==> src/rtl/pds_pkg.sv <==
// shared types and constants for the pll divider search
package pds_pkg;

  localparam int KHZ_W     = 20;
  localparam int RATIO_W   = 31;
  localparam int VCO_W     = 32;
  localparam int ERR_W     = 35;
  localparam int FRAC_BITS = 24;

  localparam logic [6:0]  REF_NUM  = 7'd100;
  localparam logic [20:0] REF_DEN  = 21'd1431818;
  localparam logic [23:0] REF_HALF = 24'd715909;

  localparam logic [2:0] REG_MIN_MULT   = 3'd0;
  localparam logic [2:0] REG_MIN_PREDIV = 3'd1;
  localparam logic [2:0] REG_MAX_PREDIV = 3'd2;
  localparam logic [2:0] REG_MIN_POSTDV = 3'd3;
  localparam logic [2:0] REG_MAX_POSTDV = 3'd4;
  localparam logic [2:0] REG_VCO_MIN    = 3'd5;
  localparam logic [2:0] REG_VCO_MAX    = 3'd6;

  localparam logic [7:0]       RST_MIN_MULT   = 8'd1;
  localparam logic [5:0]       RST_MIN_PREDIV = 6'd1;
  localparam logic [5:0]       RST_MAX_PREDIV = 6'd63;
  localparam logic [1:0]       RST_MIN_POSTDV = 2'd0;
  localparam logic [1:0]       RST_MAX_POSTDV = 2'd3;
  localparam logic [KHZ_W-1:0] RST_VCO_MIN    = 20'd20000;
  localparam logic [KHZ_W-1:0] RST_VCO_MAX    = 20'd200000;

  localparam logic [1:0] CLAMP_NONE = 2'd0;
  localparam logic [1:0] CLAMP_LOW  = 2'd1;
  localparam logic [1:0] CLAMP_HIGH = 2'd2;

  localparam logic [1:0] DIV_TARGET = 2'd0;
  localparam logic [1:0] DIV_VMIN   = 2'd1;
  localparam logic [1:0] DIV_VMAX   = 2'd2;

  localparam logic [7:0] DEF_M  = 8'd255;
  localparam logic [5:0] DEF_N1 = 6'd63;
  localparam logic [1:0] DEF_N2 = 2'd3;

  typedef struct packed {
    logic       load;
    logic       div_start;
    logic [1:0] div_sel;
    logic       clamp;
    logic       issue;
    logic       out_load;
  } pds_cmd_t;

  typedef struct packed {
    logic div_done;
    logic search_empty;
    logic issue_last;
    logic pipe_busy;
  } pds_stat_t;

endpackage

==> src/rtl/pds_kdiv.sv <==
// pipelined reciprocal divider turning a khz value into a q7.24 ratio to the reference
module pds_kdiv import pds_pkg::*; (
  input  logic               clk,
  input  logic               rst,
  input  logic               start,
  input  logic [KHZ_W-1:0]   khz,
  output logic               done,
  output logic [RATIO_W-1:0] quo
);

  localparam int NUM_W  = KHZ_W + $bits(REF_NUM);
  localparam int REM_W  = $bits(REF_DEN);
  localparam int QA_W   = RATIO_W - FRAC_BITS;
  localparam int PA_W   = NUM_W + QA_W;
  localparam int RB_W   = FRAC_BITS + 1;
  localparam int RB_K   = REM_W + FRAC_BITS;
  localparam int PB_W   = REM_W + RB_W;
  localparam int SB_W   = PB_W + FRAC_BITS;
  localparam int Y_W    = REM_W + FRAC_BITS;
  localparam int STAGES = 7;

  // reciprocals of the reference divisor, rounded down
  localparam logic [QA_W-1:0] RCP_A    = QA_W'((64'd1 << NUM_W) / 64'(REF_DEN));
  localparam logic [RB_W-1:0] RCP_B    = RB_W'((64'd1 << RB_K) / 64'(REF_DEN));
  localparam logic [SB_W-1:0] HALF_RCP = SB_W'(64'(REF_HALF) * 64'(RCP_B));

  logic [STAGES-1:0]    vld;
  logic [NUM_W-1:0]     num0;
  logic [NUM_W-1:0]     num1;
  logic [PA_W-1:0]      pa;
  logic [QA_W-1:0]      qa1;
  logic [QA_W-1:0]      qa2;
  logic [QA_W-1:0]      qa3;
  logic [QA_W-1:0]      qa4;
  logic [QA_W-1:0]      qa5;
  logic [QA_W-1:0]      qa6;
  logic [NUM_W-1:0]     ra_full;
  logic [REM_W:0]       ra2;
  logic [REM_W:0]       ra_diff;
  logic                 ra_ge;
  logic [REM_W-1:0]     ra3;
  logic [REM_W-1:0]     ra4;
  logic [REM_W-1:0]     ra5;
  logic [PB_W-1:0]      pb4;
  logic [SB_W-1:0]      sb;
  logic [FRAC_BITS-1:0] qb5;
  logic [FRAC_BITS-1:0] qb6;
  logic [Y_W-1:0]       rb_full;
  logic [REM_W:0]       rb6;
  logic                 rb_ge;

  // integer part: khz * 100 / den, estimate then one correction
  assign pa      = PA_W'(num0) * PA_W'(RCP_A);
  assign ra_full = num1 - NUM_W'(qa1) * NUM_W'(REF_DEN);
  assign ra_ge   = ra2 >= {1'b0, REF_DEN};
  assign ra_diff = ra2 - {1'b0, REF_DEN};

  // fraction: (rem * 2^24 + half) / den, estimate then one correction
  assign sb      = {pb4, FRAC_BITS'(0)} + HALF_RCP;
  assign rb_full = {ra5, REF_HALF} - Y_W'(qb5) * Y_W'(REF_DEN);
  assign rb_ge   = rb6 >= {1'b0, REF_DEN};

  always_ff @(posedge clk) begin
    if (rst) begin
      vld  <= '0;
      done <= 1'b0;
    end else begin
      vld  <= {vld[STAGES-2:0], start};
      done <= vld[STAGES-1];
    end
  end

  always_ff @(posedge clk) begin
    num0 <= NUM_W'(khz) * NUM_W'(REF_NUM);

    qa1  <= pa[PA_W-1:NUM_W];
    num1 <= num0;

    ra2 <= ra_full[REM_W:0];
    qa2 <= qa1;

    ra3 <= ra_ge ? ra_diff[REM_W-1:0] : ra2[REM_W-1:0];
    qa3 <= qa2 + QA_W'(ra_ge);

    pb4 <= PB_W'(ra3) * PB_W'(RCP_B);
    ra4 <= ra3;
    qa4 <= qa3;

    qb5 <= sb[RB_K+FRAC_BITS-1:RB_K];
    ra5 <= ra4;
    qa5 <= qa4;

    rb6 <= rb_full[REM_W:0];
    qb6 <= qb5;
    qa6 <= qa5;

    if (vld[STAGES-1]) begin
      quo <= {qa6, qb6 + FRAC_BITS'(rb_ge)};
    end
  end

endmodule

==> src/rtl/pds_datapath.sv <==
// config registers, ratio divider, candidate pipeline and best-pair tracking
module pds_datapath import pds_pkg::*; (
  input  logic             clk,
  input  logic             rst,
  input  logic             cfg_write,
  input  logic [2:0]       cfg_index,
  input  logic [KHZ_W-1:0] cfg_data,
  input  logic [KHZ_W-1:0] target_khz,
  input  pds_cmd_t         cmd,
  output pds_stat_t        stat,
  output logic [7:0]       multiplier,
  output logic [7:0]       divider_byte,
  output logic [1:0]       clamp_code
);

  localparam int RCP_W = 33;
  localparam int RCP_K = 32;
  localparam int P_W   = RATIO_W + 6;
  localparam int SH_W  = P_W + 4;
  localparam int MF_W  = SH_W - FRAC_BITS;
  localparam int A_W   = 8 + RCP_W;
  localparam int B_W   = 5 + RCP_W;
  localparam int S_W   = A_W + FRAC_BITS;

  // config registers
  logic [7:0]       min_multiplier;
  logic [5:0]       min_prediv;
  logic [5:0]       max_prediv;
  logic [1:0]       min_postdiv_exp;
  logic [1:0]       max_postdiv_exp;
  logic [KHZ_W-1:0] vco_min_khz;
  logic [KHZ_W-1:0] vco_max_khz;

  always_ff @(posedge clk) begin
    if (rst) begin
      min_multiplier  <= RST_MIN_MULT;
      min_prediv      <= RST_MIN_PREDIV;
      max_prediv      <= RST_MAX_PREDIV;
      min_postdiv_exp <= RST_MIN_POSTDV;
      max_postdiv_exp <= RST_MAX_POSTDV;
      vco_min_khz     <= RST_VCO_MIN;
      vco_max_khz     <= RST_VCO_MAX;
    end else if (cfg_write) begin
      case (cfg_index)
        REG_MIN_MULT:   min_multiplier  <= cfg_data[7:0];
        REG_MIN_PREDIV: min_prediv      <= cfg_data[5:0];
        REG_MAX_PREDIV: max_prediv      <= cfg_data[5:0];
        REG_MIN_POSTDV: min_postdiv_exp <= cfg_data[1:0];
        REG_MAX_POSTDV: max_postdiv_exp <= cfg_data[1:0];
        REG_VCO_MIN:    vco_min_khz     <= cfg_data;
        REG_VCO_MAX:    vco_max_khz     <= cfg_data;
        default: ;
      endcase
    end
  end

  // ratio conversion
  logic [KHZ_W-1:0]   tgt_khz;
  logic [KHZ_W-1:0]   div_khz;
  logic               div_done;
  logic [RATIO_W-1:0] div_quo;
  logic [RATIO_W-1:0] target;
  logic [RATIO_W-1:0] vmin;
  logic [RATIO_W-1:0] vmax;

  always_comb begin
    case (cmd.div_sel)
      DIV_TARGET: div_khz = tgt_khz;
      DIV_VMIN:   div_khz = vco_min_khz;
      DIV_VMAX:   div_khz = vco_max_khz;
      default:    div_khz = tgt_khz;
    endcase
  end

  pds_kdiv u_kdiv (
    .clk   (clk),
    .rst   (rst),
    .start (cmd.div_start),
    .khz   (div_khz),
    .done  (div_done),
    .quo   (div_quo)
  );

  // clamp
  logic [RATIO_W-1:0] lo;
  logic [RATIO_W-1:0] hi;
  logic [RATIO_W-1:0] t_lo;
  logic [RATIO_W-1:0] t_cl;
  logic [1:0]         code_cl;

  assign lo = vmin >> max_postdiv_exp;
  assign hi = vmax >> min_postdiv_exp;

  always_comb begin
    t_lo    = target;
    code_cl = CLAMP_NONE;
    if (target < lo) begin
      t_lo    = lo;
      code_cl = CLAMP_LOW;
    end
    t_cl = t_lo;
    if (t_lo > hi) begin
      t_cl    = hi;
      code_cl = CLAMP_HIGH;
    end
  end

  logic [1:0] clamp_r;

  always_ff @(posedge clk) begin
    if (cmd.load) begin
      tgt_khz <= target_khz;
    end
    if (div_done) begin
      case (cmd.div_sel)
        DIV_TARGET: target <= div_quo;
        DIV_VMIN:   vmin   <= div_quo;
        DIV_VMAX:   vmax   <= div_quo;
        default: ;
      endcase
    end else if (cmd.clamp) begin
      target <= t_cl;
    end
    if (cmd.clamp) begin
      clamp_r <= code_cl;
    end
  end

  // candidate counters
  logic [5:0] n1c;
  logic [1:0] n2c;

  always_ff @(posedge clk) begin
    if (cmd.clamp) begin
      n1c <= min_prediv;
      n2c <= min_postdiv_exp;
    end else if (cmd.issue) begin
      if (n1c == max_prediv) begin
        n1c <= min_prediv;
        n2c <= n2c + 2'd1;
      end else begin
        n1c <= n1c + 6'd1;
      end
    end
  end

  assign stat.div_done     = div_done;
  assign stat.search_empty = (min_prediv > max_prediv) || (min_postdiv_exp > max_postdiv_exp);
  assign stat.issue_last   = (n1c == max_prediv) && (n2c == max_postdiv_exp);

  // reciprocal table floor(2^32 / n1)
  logic [RCP_W-1:0] rcp_tab [64];

  assign rcp_tab[0] = '0;
  for (genvar gi = 1; gi < 64; gi++) begin : g_rcp
    localparam logic [RCP_W-1:0] RCP = RCP_W'((64'd1 << RCP_K) / gi);
    assign rcp_tab[gi] = RCP;
  end

  // stage 1: target * n1
  logic           v1;
  logic [P_W-1:0] p1;
  logic [5:0]     n1_1;
  logic [1:0]     n2_1;

  // stage 2: rounded multiplier
  logic            v2;
  logic [7:0]      m2;
  logic [5:0]      n1_2;
  logic [1:0]      n2_2;
  logic [SH_W-1:0] sh2;
  logic [MF_W-1:0] mfull;
  logic            m_ok;

  assign sh2   = (SH_W'(p1) << n2_1) + SH_W'(1 << (FRAC_BITS - 1));
  assign mfull = sh2[SH_W-1:FRAC_BITS];
  assign m_ok  = (mfull <= MF_W'(255)) && (mfull[7:0] >= min_multiplier);

  // stage 3: reciprocal products
  logic           v3;
  logic [A_W-1:0] a3;
  logic [B_W-1:0] b3;
  logic [7:0]     m3;
  logic [5:0]     n1_3;
  logic [1:0]     n2_3;
  logic [RCP_W-1:0] rcp;

  assign rcp = rcp_tab[n1_2];

  // stage 4: quotient estimate
  logic             v4;
  logic [VCO_W-1:0] q4;
  logic [7:0]       m4;
  logic [5:0]       n1_4;
  logic [1:0]       n2_4;
  logic [S_W-1:0]   sum3;

  assign sum3 = {a3, FRAC_BITS'(0)} + S_W'(b3);

  // stage 5: correction
  logic             v5;
  logic [VCO_W-1:0] vco5;
  logic [1:0]       n2_5;
  logic [7:0]       m5;
  logic [5:0]       n1_5;
  logic [VCO_W+5:0] qn4;
  logic [VCO_W-1:0] x4;
  logic [VCO_W-1:0] r4;

  assign qn4 = (VCO_W+6)'(q4) * (VCO_W+6)'(n1_4);
  assign x4  = {m4, 19'd0, n1_4[5:1]};
  assign r4  = x4 - qn4[VCO_W-1:0];

  // stage 6: window check and error
  logic             v6;
  logic [ERR_W-1:0] err6;
  logic [7:0]       m6;
  logic [5:0]       n1_6;
  logic [1:0]       n2_6;
  logic             win_ok;
  logic [ERR_W-1:0] scaled5;
  logic [ERR_W-1:0] t8;

  assign win_ok  = (vco5 >= VCO_W'(vmin)) && (vco5 <= VCO_W'(vmax));
  assign scaled5 = {vco5, 3'd0} >> n2_5;
  assign t8      = ERR_W'({target, 3'd0});

  always_ff @(posedge clk) begin
    if (rst) begin
      v1 <= 1'b0;
      v2 <= 1'b0;
      v3 <= 1'b0;
      v4 <= 1'b0;
      v5 <= 1'b0;
      v6 <= 1'b0;
    end else begin
      v1 <= cmd.issue && (n1c != 6'd0);
      v2 <= v1 && m_ok;
      v3 <= v2;
      v4 <= v3;
      v5 <= v4;
      v6 <= v5 && win_ok;
    end
  end

  always_ff @(posedge clk) begin
    p1   <= P_W'(target) * P_W'(n1c);
    n1_1 <= n1c;
    n2_1 <= n2c;

    m2   <= mfull[7:0];
    n1_2 <= n1_1;
    n2_2 <= n2_1;

    a3   <= A_W'(m2) * A_W'(rcp);
    b3   <= B_W'(n1_2[5:1]) * B_W'(rcp);
    m3   <= m2;
    n1_3 <= n1_2;
    n2_3 <= n2_2;

    q4   <= sum3[2*RCP_K-1:RCP_K];
    m4   <= m3;
    n1_4 <= n1_3;
    n2_4 <= n2_3;

    vco5 <= q4 + VCO_W'(r4 >= VCO_W'(n1_4));
    m5   <= m4;
    n1_5 <= n1_4;
    n2_5 <= n2_4;

    err6 <= (t8 >= scaled5) ? (t8 - scaled5) : (scaled5 - t8);
    m6   <= m5;
    n1_6 <= n1_5;
    n2_6 <= n2_5;
  end

  assign stat.pipe_busy = v1 | v2 | v3 | v4 | v5 | v6;

  // best pair so far
  logic [ERR_W-1:0] best_err;
  logic [7:0]       best_m;
  logic [5:0]       best_n1;
  logic [1:0]       best_n2;

  always_ff @(posedge clk) begin
    if (cmd.clamp) begin
      best_err <= ERR_W'({t_cl, 3'd0});
      best_m   <= DEF_M;
      best_n1  <= DEF_N1;
      best_n2  <= DEF_N2;
    end else if (v6 && (err6 < best_err)) begin
      best_err <= err6;
      best_m   <= m6;
      best_n1  <= n1_6;
      best_n2  <= n2_6;
    end
  end

  // output register
  always_ff @(posedge clk) begin
    if (cmd.out_load) begin
      multiplier   <= best_m;
      divider_byte <= {best_n2, best_n1};
      clamp_code   <= clamp_r;
    end
  end

endmodule

==> src/rtl/pds_ctrl.sv <==
// sequencer for conversion, clamp, candidate issue and result transfer
module pds_ctrl import pds_pkg::*; (
  input  logic      clk,
  input  logic      rst,
  input  logic      in_valid,
  output logic      in_ready,
  output logic      out_valid,
  input  logic      out_ready,
  input  pds_stat_t stat,
  output pds_cmd_t  cmd
);

  localparam logic [2:0] ST_IDLE     = 3'd0;
  localparam logic [2:0] ST_DIV_GO   = 3'd1;
  localparam logic [2:0] ST_DIV_WAIT = 3'd2;
  localparam logic [2:0] ST_CLAMP    = 3'd3;
  localparam logic [2:0] ST_SEARCH   = 3'd4;
  localparam logic [2:0] ST_DRAIN    = 3'd5;

  logic [2:0] state;
  logic [2:0] state_next;
  logic [1:0] sel;
  logic [1:0] sel_next;

  assign in_ready = (state == ST_IDLE);

  always_comb begin
    state_next  = state;
    sel_next    = sel;
    cmd         = '0;
    cmd.div_sel = sel;
    case (state)
      ST_IDLE: begin
        if (in_valid) begin
          cmd.load   = 1'b1;
          sel_next   = DIV_TARGET;
          state_next = ST_DIV_GO;
        end
      end
      ST_DIV_GO: begin
        cmd.div_start = 1'b1;
        state_next    = ST_DIV_WAIT;
      end
      ST_DIV_WAIT: begin
        if (stat.div_done) begin
          case (sel)
            DIV_TARGET: begin
              sel_next   = DIV_VMIN;
              state_next = ST_DIV_GO;
            end
            DIV_VMIN: begin
              sel_next   = DIV_VMAX;
              state_next = ST_DIV_GO;
            end
            default: begin
              state_next = ST_CLAMP;
            end
          endcase
        end
      end
      ST_CLAMP: begin
        cmd.clamp  = 1'b1;
        state_next = stat.search_empty ? ST_DRAIN : ST_SEARCH;
      end
      ST_SEARCH: begin
        cmd.issue = 1'b1;
        if (stat.issue_last) begin
          state_next = ST_DRAIN;
        end
      end
      ST_DRAIN: begin
        if (!stat.pipe_busy && (!out_valid || out_ready)) begin
          cmd.out_load = 1'b1;
          state_next   = ST_IDLE;
        end
      end
      default: begin
        state_next = ST_IDLE;
      end
    endcase
  end

  always_ff @(posedge clk) begin
    if (rst) begin
      state     <= ST_IDLE;
      sel       <= DIV_TARGET;
      out_valid <= 1'b0;
    end else begin
      state <= state_next;
      sel   <= sel_next;
      if (cmd.out_load) begin
        out_valid <= 1'b1;
      end else if (out_ready) begin
        out_valid <= 1'b0;
      end
    end
  end

endmodule

==> src/rtl/pll_divider_search.sv <==
// PLL divider search: picks m, n1 and n2 for a requested clock against a 14.31818 MHz reference.
// One target at a time. The result is loaded once the search pipeline has drained and the output
// register is free, and the next target is accepted in the cycle after that. With the full ranges
// at most 252 (n1, n2) pairs are searched. The target and both VCO limits are first converted into
// q7.24 ratios, one after another through a pipelined reciprocal divider; the pairs then stream
// through a six-stage pipeline at one pair per cycle. A finished result waits in the output register
// while the next target is converted and searched; the result after it is held back until that one
// has been taken.
module pll_divider_search import pds_pkg::*; (
  input  logic             clk,
  input  logic             rst,
  input  logic             cfg_write,
  input  logic [2:0]       cfg_index,
  input  logic [KHZ_W-1:0] cfg_data,
  input  logic             in_valid,
  output logic             in_ready,
  input  logic [KHZ_W-1:0] target_khz,
  output logic             out_valid,
  input  logic             out_ready,
  output logic [7:0]       multiplier,
  output logic [7:0]       divider_byte,
  output logic [1:0]       clamp_code
);

  pds_cmd_t  cmd;
  pds_stat_t stat;

  pds_ctrl u_ctrl (
    .clk       (clk),
    .rst       (rst),
    .in_valid  (in_valid),
    .in_ready  (in_ready),
    .out_valid (out_valid),
    .out_ready (out_ready),
    .stat      (stat),
    .cmd       (cmd)
  );

  pds_datapath u_datapath (
    .clk          (clk),
    .rst          (rst),
    .cfg_write    (cfg_write),
    .cfg_index    (cfg_index),
    .cfg_data     (cfg_data),
    .target_khz   (target_khz),
    .cmd          (cmd),
    .stat         (stat),
    .multiplier   (multiplier),
    .divider_byte (divider_byte),
    .clamp_code   (clamp_code)
  );

endmodule
==> config.mk <==
export PLATFORM = sky130hd
export DESIGN_NAME = pll_divider_search
export DESIGN_NICKNAME = d
export VERILOG_FILES = /design/src/rtl/pds_pkg.sv /design/src/rtl/pds_kdiv.sv /design/src/rtl/pds_datapath.sv /design/src/rtl/pds_ctrl.sv /design/src/rtl/pll_divider_search.sv
export SDC_FILE = /design/constraint.sdc
export NUM_CORES = 2
export LEC_CHECK = 0
export BUFFER_PORTS_ARGS = -buffer_cell sky130_fd_sc_hd__buf_4
export CELL_PAD_IN_SITES_DETAIL_PLACEMENT = 0
export CELL_PAD_IN_SITES_GLOBAL_PLACEMENT = 2
export CORE_MARGIN = 2
export CORE_UTILIZATION = 40
export CTS_BUF_LIST = sky130_fd_sc_hd__clkbuf_16
export CTS_CLUSTER_DIAMETER = 200
export DETAILED_ROUTE_END_ITERATION = 10
export GPL_ROUTABILITY_DRIVEN = 0
export PLACE_DENSITY = 0.82
export SETUP_SLACK_MARGIN = 0.1
export SLEW_MARGIN = 10
export SYNTH_ARGS = -nofsm -noshare
export SYNTH_HDL_FRONTEND = slang
export SYNTH_SLANG_ARGS = --single-unit
==> constraint.sdc <==
create_clock -name clk -period 13.9 [get_ports clk]
set_input_delay 0.695 -clock clk [delete_from_list [all_inputs] [get_ports clk]]
set_output_delay 0.695 -clock clk [all_outputs]
set_load 0.01 [all_outputs]
# After elaboration in Yosys (flattened, before gate mapping)
# Memory sizes are Yosys's and may differ from the RTL's.
# Cells that the tools add are included.
[op_classes]
add_sub_neg = 14
n_lt_le_gt_ge = 14
n_mux = 39
multipliers = 9
eq_ne = 21
div_mod_pow = 0
shift = 4
n_reduce_logical = 36
bitwise = 6
[ops]
columns = ["operator", "n"]
rows = [
  ["$mux W31", 5],
  ["$add A69 B44 Y69 const B", 1],
  ["$mux W34", 2],
  ["$mux W33", 2],
  ["$add A64 B38 Y64", 1],
  ["$shr A31 B2 Y31", 2],
  ["$mul A21 B25 Y45 const B", 1],
  ["$ge A22 B21 Y1 const B", 2],
  ["$add A41 B24 Y41 const B", 1],
  ["$shl A37 B2 Y41", 1],
  ["$mul A8 B33 Y40", 1],
  ["$pmux W20 S2", 1],
  ["$mul A5 B33 Y38", 1],
  ["$mul A31 B6 Y37", 1],
  ["$ge A34 B35 Y1", 1],
  ["$lt A35 B35 Y1", 1],
  ["$mux W35", 1],
  ["$shr A35 B2 Y35", 1],
  ["$sub A34 B35 Y35", 1],
  ["$sub A35 B34 Y35", 1],
  ["$add A32 B1 Y32", 1],
  ["$ge A32 B31 Y1", 1],
  ["$ge A32 B6 Y1", 1],
  ["$le A32 B31 Y1", 1],
  ["49 further kinds", 111],
]
[totals]
latchBits = 0
wordCells = 215
n_memories = 1
output_inout_bits = 20
input_bits = 48
ramBits = 0
register_bits = 854
mem_bits_ro = 2112
[mem_list]
columns = ["name", "words", "width", "read_ports", "rd_ports_with_merged_regs", "wr", "line_no", "source"]
rows = [
  ["(name not given)", 64, 33, 1, 0, 0, "pds_datapath.sv:188", "assign rcp = rcp_tab[n1_2];"],
]

# Logic depth before layout (Yosys ltp)
[logic_depth]
depth_word = 10
mapped_depth = 36
depth_no_buf = 34

# By module
# A second synthesis with hierarchy kept.
[unflattened]
cells_unflattened = 8589
area_unflattened_um2 = 80163.1
[by_module_without_submodules]
columns = ["mod", "seq_area_each_um2", "area_each_um2", "n_inst", "cells_each"]
rows = [
  ["pds_datapath", 12131.6, 52774.4, 1, 6003],
  ["pds_kdiv", 5835.6, 26994.6, 1, 2540],
  ["pds_ctrl", 120.1, 394.1, 1, 46],
]

# Least setup slack after synthesis
# Ideal clock, no wire load.
[synth_timing]
path_kind = "register to register"
from = "reg u_datapath.n1_4[1]"
to = "reg u_datapath.vco5[27]"
setup_slack_ns = 5.921
arrival_time_ns = 7.857
period_less_slack_ns = 7.979
t_required_ns = 13.778
setup_time_ns = 0.122
path_buffers = 4
path_stages_with_launch = 36
path_cell_list = "dfxtp_1 -> clkbuf_1 -> clkbuf_1 -> and2_1 -> fa_1 -> ha_1 -> inv_1 -> fa_1 -> inv_1 -> fa_1 -> inv_1 -> ha_1 -> a21oi_1 -> xnor2_1 -> ha_1 -> a221o_1 -> nor4_1 -> o2111ai_1 -> nor4_2 -> nand4_1 -> a2111o_1 -> or4_1 -> or4_1 -> a2111oi_2 -> o2111ai_1 -> ha_1 -> and4_1 -> clkbuf_1 -> nand2_1 -> nor2_1 -> inv_1 -> nor3_1 -> and4_1 -> clkbuf_1 -> nand3_1 -> xnor2_1"
[synth_between]
elab_chain_len = 4
[synth_rtl]
columns = ["item", "line_no", "source"]
rows = [
  ["start, declared", "pds_datapath.sv:194", "logic [5:0] n1_4;"],
  ["start signal, assigned", "pds_datapath.sv:263", "n1_4 <= n1_3;"],
  ["$mul A32 B6 Y32", "pds_datapath.sv:210", "assign qn4 = (VCO_W+6)'(q4) * (VCO_W+6)'(n1_4);"],
  ["$sub A32 B32 Y32", "pds_datapath.sv:212", "assign r4 = x4 - qn4[VCO_W-1:0];"],
  ["$ge A32 B6 Y1 (*)", "pds_datapath.sv:266", "vco5 <= q4 + VCO_W'(r4 >= VCO_W'(n1_4));"],
  ["$add A32 B1 Y32 (*)", "pds_datapath.sv:266", ""],
  ["end signal, assigned", "pds_datapath.sv:266", ""],
  ["end, declared", "pds_datapath.sv:202", "logic [VCO_W-1:0] vco5;"],
]
# Mark *: on every way between the ends. The rest lies on a longest branch, timed or not.
# A chain may end at the register's enable or synchronous reset.

# Worst setup path after layout
[layout_timing]
from = "reg u_datapath.n1_2[1]"
to = "reg u_datapath.a3[38]"
[layout_between]
elab_chain_len = 5
[layout_rtl]
columns = ["item", "line_no", "source"]
rows = [
  ["start, declared", "pds_datapath.sv:169", "logic [5:0] n1_2;"],
  ["start signal, assigned", "pds_datapath.sv:252", "n1_2 <= n1_1;"],
  ["$not A6 Y7 (not written as such)", "pds_datapath.sv:188", ""],
  ["$mem_v2 Z64 W33", "n/a", ""],
  ["$mux W33 (not written as such) (2 in series)", "pds_datapath.sv:188", ""],
  ["$mul A8 B33 Y40", "pds_datapath.sv:255", "a3 <= A_W'(m2) * A_W'(rcp);"],
  ["end signal, assigned", "pds_datapath.sv:255", ""],
  ["end, declared", "pds_datapath.sv:181", "logic [A_W-1:0] a3;"],
]
# Every way passes these cells. The select of a mux whose other input is x is not followed.

==> summary.txt <==
================================================================================
Clk pin slew, worst setup/hold paths                                     0.06 ns
Initial antenna violation count                                                8
Cell with the most instances after synthesis                               inv_1
Latest clock arrival within the worst-skew pair                          0.76 ns
Top delay family on crit path                                       compound AO/OA/AOI/OAI gates
Number of buffers inserted by hold repair at cts                               0
Die Wd                                                                    448 µm
Minimum clock period after layout                                        9.64 ns
Cell Rows                                                                    162
Ys flop type                                                             dfxtp_1
Clock Skews                                                            0.0613 ns
CORE AREA                                                              0.195 mm²
Setup repair bufs after CTS                                                    0
Flop and latch count out of synthesis                                        802
Buffers plus inverters on the worst setup path                                 4
Number of I/O port buffers                                                    67
Setup repair after global routing missed its margin                           no
Dominant cells by area after synthesis                              fa_1, ha_1, dfxtp_1
Hold/Removal Path Class                                             input port to flip-flop
Post-Synthesis Cell Area                                              0.0788 mm²
Status                                                              complete, no violations
Setup TNS after final layout                                                0 ns
Largest buffer count on any clock path                                         3
Worst Setup Start Kind                                                 flip-flop
Slowest cell delay on critical path                                      0.69 ns
Wire length of the first global-routing pass                              341 mm
Required @ worst endpoint                                               14.50 ns
Period utilisation layout                                                  69.4%
Pre-Repair DR Iteration Count                                                  8
Level count of the clock H-tree                                                3
Worst Setup Path Type                                               flip-flop to flip-flop
Commonest cells in the netlist                                      inv_1, nand2_1, ha_1, fa_1, dfxtp_1
Cts bufs inserted                                                             95
Warning count from the yosys run                                               0
Final routed wirelength across all metal layers                           213 mm
Via-to-Cell Ratio                                                           5.19
Worst-margin pin slew                                                    1.15 ns
DRC                                                                            0
Worst slew slack as a fraction of its limit                                22.7%
Number of DRC violations after detailed-routing iteration 0                 3456
Sum of net half-perimeters after detailed placement                       172 mm
I/O Pins                                                                      68
Fin. max-slew vios                                                             0
Cell mode on critical path                                                  fa_1
Critical path's slowest cell                                            clkinv_1
GR Util All Layers                                                         21.7%
Vias in the first global route                                             60610
Hold Fails Final Rpt                                                           0
Library cell with the largest summed area after synthesis                   fa_1
Final setup violating endpoints                                                0
R2R setup slack                                                          4.26 ns
EDFF count, synth                                                            203
Post-cts resize count                                                          0
Number of cells produced by synthesis                                       8518
Routed wire length per instance                                          19.1 µm
Endpoint class of the critical path                                    flip-flop
Total number of vias                                                       57780
Clk sinks                                                                    802
Fraction of final layout cells with drive strength greater than 1          5.36%
Layout Area Growth over Synthesis                                          8.24%
Root buf cell                                                          clkbuf_16
CTS tree                                                                     yes
Sequential area share after synthesis                                      23.0%
Floorplan die area                                                     0.201 mm²
Share of async-settable or async-resettable flops after synthesis             0%
Net count, final                                                           10331
Grt ovf                                                                        0
Critical Path Fanout Max                                                      56
Pin count of the biggest net entering global routing                          68
Library cells used by synthesis                                               95
Reported max-cap violation count                                               0
Achievable frequency                                                   0.104 GHz
Endpoint arrival time on the critical path                              10.24 ns
Die height                                                                448 µm
Initial core utilization                                                   40.3%
Remaining antenna violation count after routing                                0
Top-area cell type share of the netlist area                               22.3%
Per-instance average area after synthesis                               9.25 µm²
================================================================================
-- cells in the final DEF, fill, tap and decap left out, types with 150 or more instances in the layout --
master / n
o21ai_0: 364
nand3_1: 150
nor2_1: 317
and2_1: 249
fa_1: 876
buf_4: 152
inv_1: 1254
nand2_1: 1031
xnor2_1: 281
a21o_1: 153
edfxtp_1: 203
ha_1: 978
a21oi_1: 423
dfxtp_1: 590
-- logic make-up after synthesis --
family,synth area share [%]
flip-flops,23.0
multiplexers,2.14
AO/OA/AOI/OAI,11.2
buffers and inverters,7.62
AND/OR/NAND/NOR,13.7
XOR/XNOR,4.56
other,0.00953
adder cells (fa/ha/maj),37.8
-- sequential cells by signal (all words and copies together), names as in the netlist, 14 cells and up --
name	count
u_datapath.target	31
u_datapath.vco5	32
u_datapath.p1	17
u_datapath.u_kdiv.ra3	19
u_datapath.u_kdiv.qb6	24
u_datapath.u_kdiv.quo	31
u_datapath.u_kdiv.num0	25
u_datapath.vmin	31
u_datapath.vmax	31
u_datapath.vco_max_khz	20
u_datapath.a3	40
u_datapath.tgt_khz	20
u_datapath.u_kdiv.pb4	43
u_datapath.u_kdiv.num1	20
u_datapath.best_err	35
u_datapath.err6	35
u_datapath.u_kdiv.qb5	24
u_datapath.u_kdiv.ra2	20
u_datapath.b3	14
u_datapath.q4	32
u_datapath.u_kdiv.rb6	20
u_datapath.vco_min_khz	20
-- layer usage --
| metal | wire, µm | up-vias | GRT usage (%) |
|---|---|---|---|
| li1 | - | 27810 | - |
| met1 | 94200 | 28649 | 27.9 |
| met2 | 104000 | 1052 | 37.9 |
| met3 | 8010 | 269 | 2.59 |
| met4 | 6580 | 0 | 6.41 |
| met5 | 0 | - | 0 |
-- path summary, 6_finish.rpt --
path / cells past startpoint / endpoint / start
setup / recovery: 27 / u_datapath.a3[38] / u_datapath.n1_2[1]
hold / removal: 1 / u_datapath.tgt_khz[8] / target_khz[8]
setup reg to reg: 27 / u_datapath.a3[38] / u_datapath.n1_2[1]
hold reg to reg: 0 / u_datapath.m6[5] / u_datapath.m5[5]
-- final cells by class --
type | instances | area (µm²)
Fill cell | 19156 | 110000
Multi-Input combinational cell | 6134 | 54800
Sequential cell | 802 | 18100
Inverter | 1244 | 4670
Tap cell | 2624 | 3280
Clock buffer | 101 | 2530
Timing Repair Buffer | 152 | 1140
Clock inverter | 78 | 771
Antenna cell | 6 | 15.0
-- per-stage QoR --
stage | worst slack, ns | hold slack [ns] | cells | area, µm² | util (%)
floorplan | 5.92 | 0.310 | 8530 | 78800 | -
global placement | 4.42 | 0.310 | 10956 | 82000 | 42.0
detailed placement | 4.38 | 0.312 | 10956 | 82000 | 42.0
CTS | 4.29 | 0.0385 | 11135 | 85300 | 43.6
global route | 3.37 | 0.0562 | 11141 | 85300 | 43.6
finish | 4.26 | 0.114 | 11141 | 85300 | 43.6
Power is not shown: default switching activity piles up to over one toggle a cycle in this logic, so the estimate is an artifact.
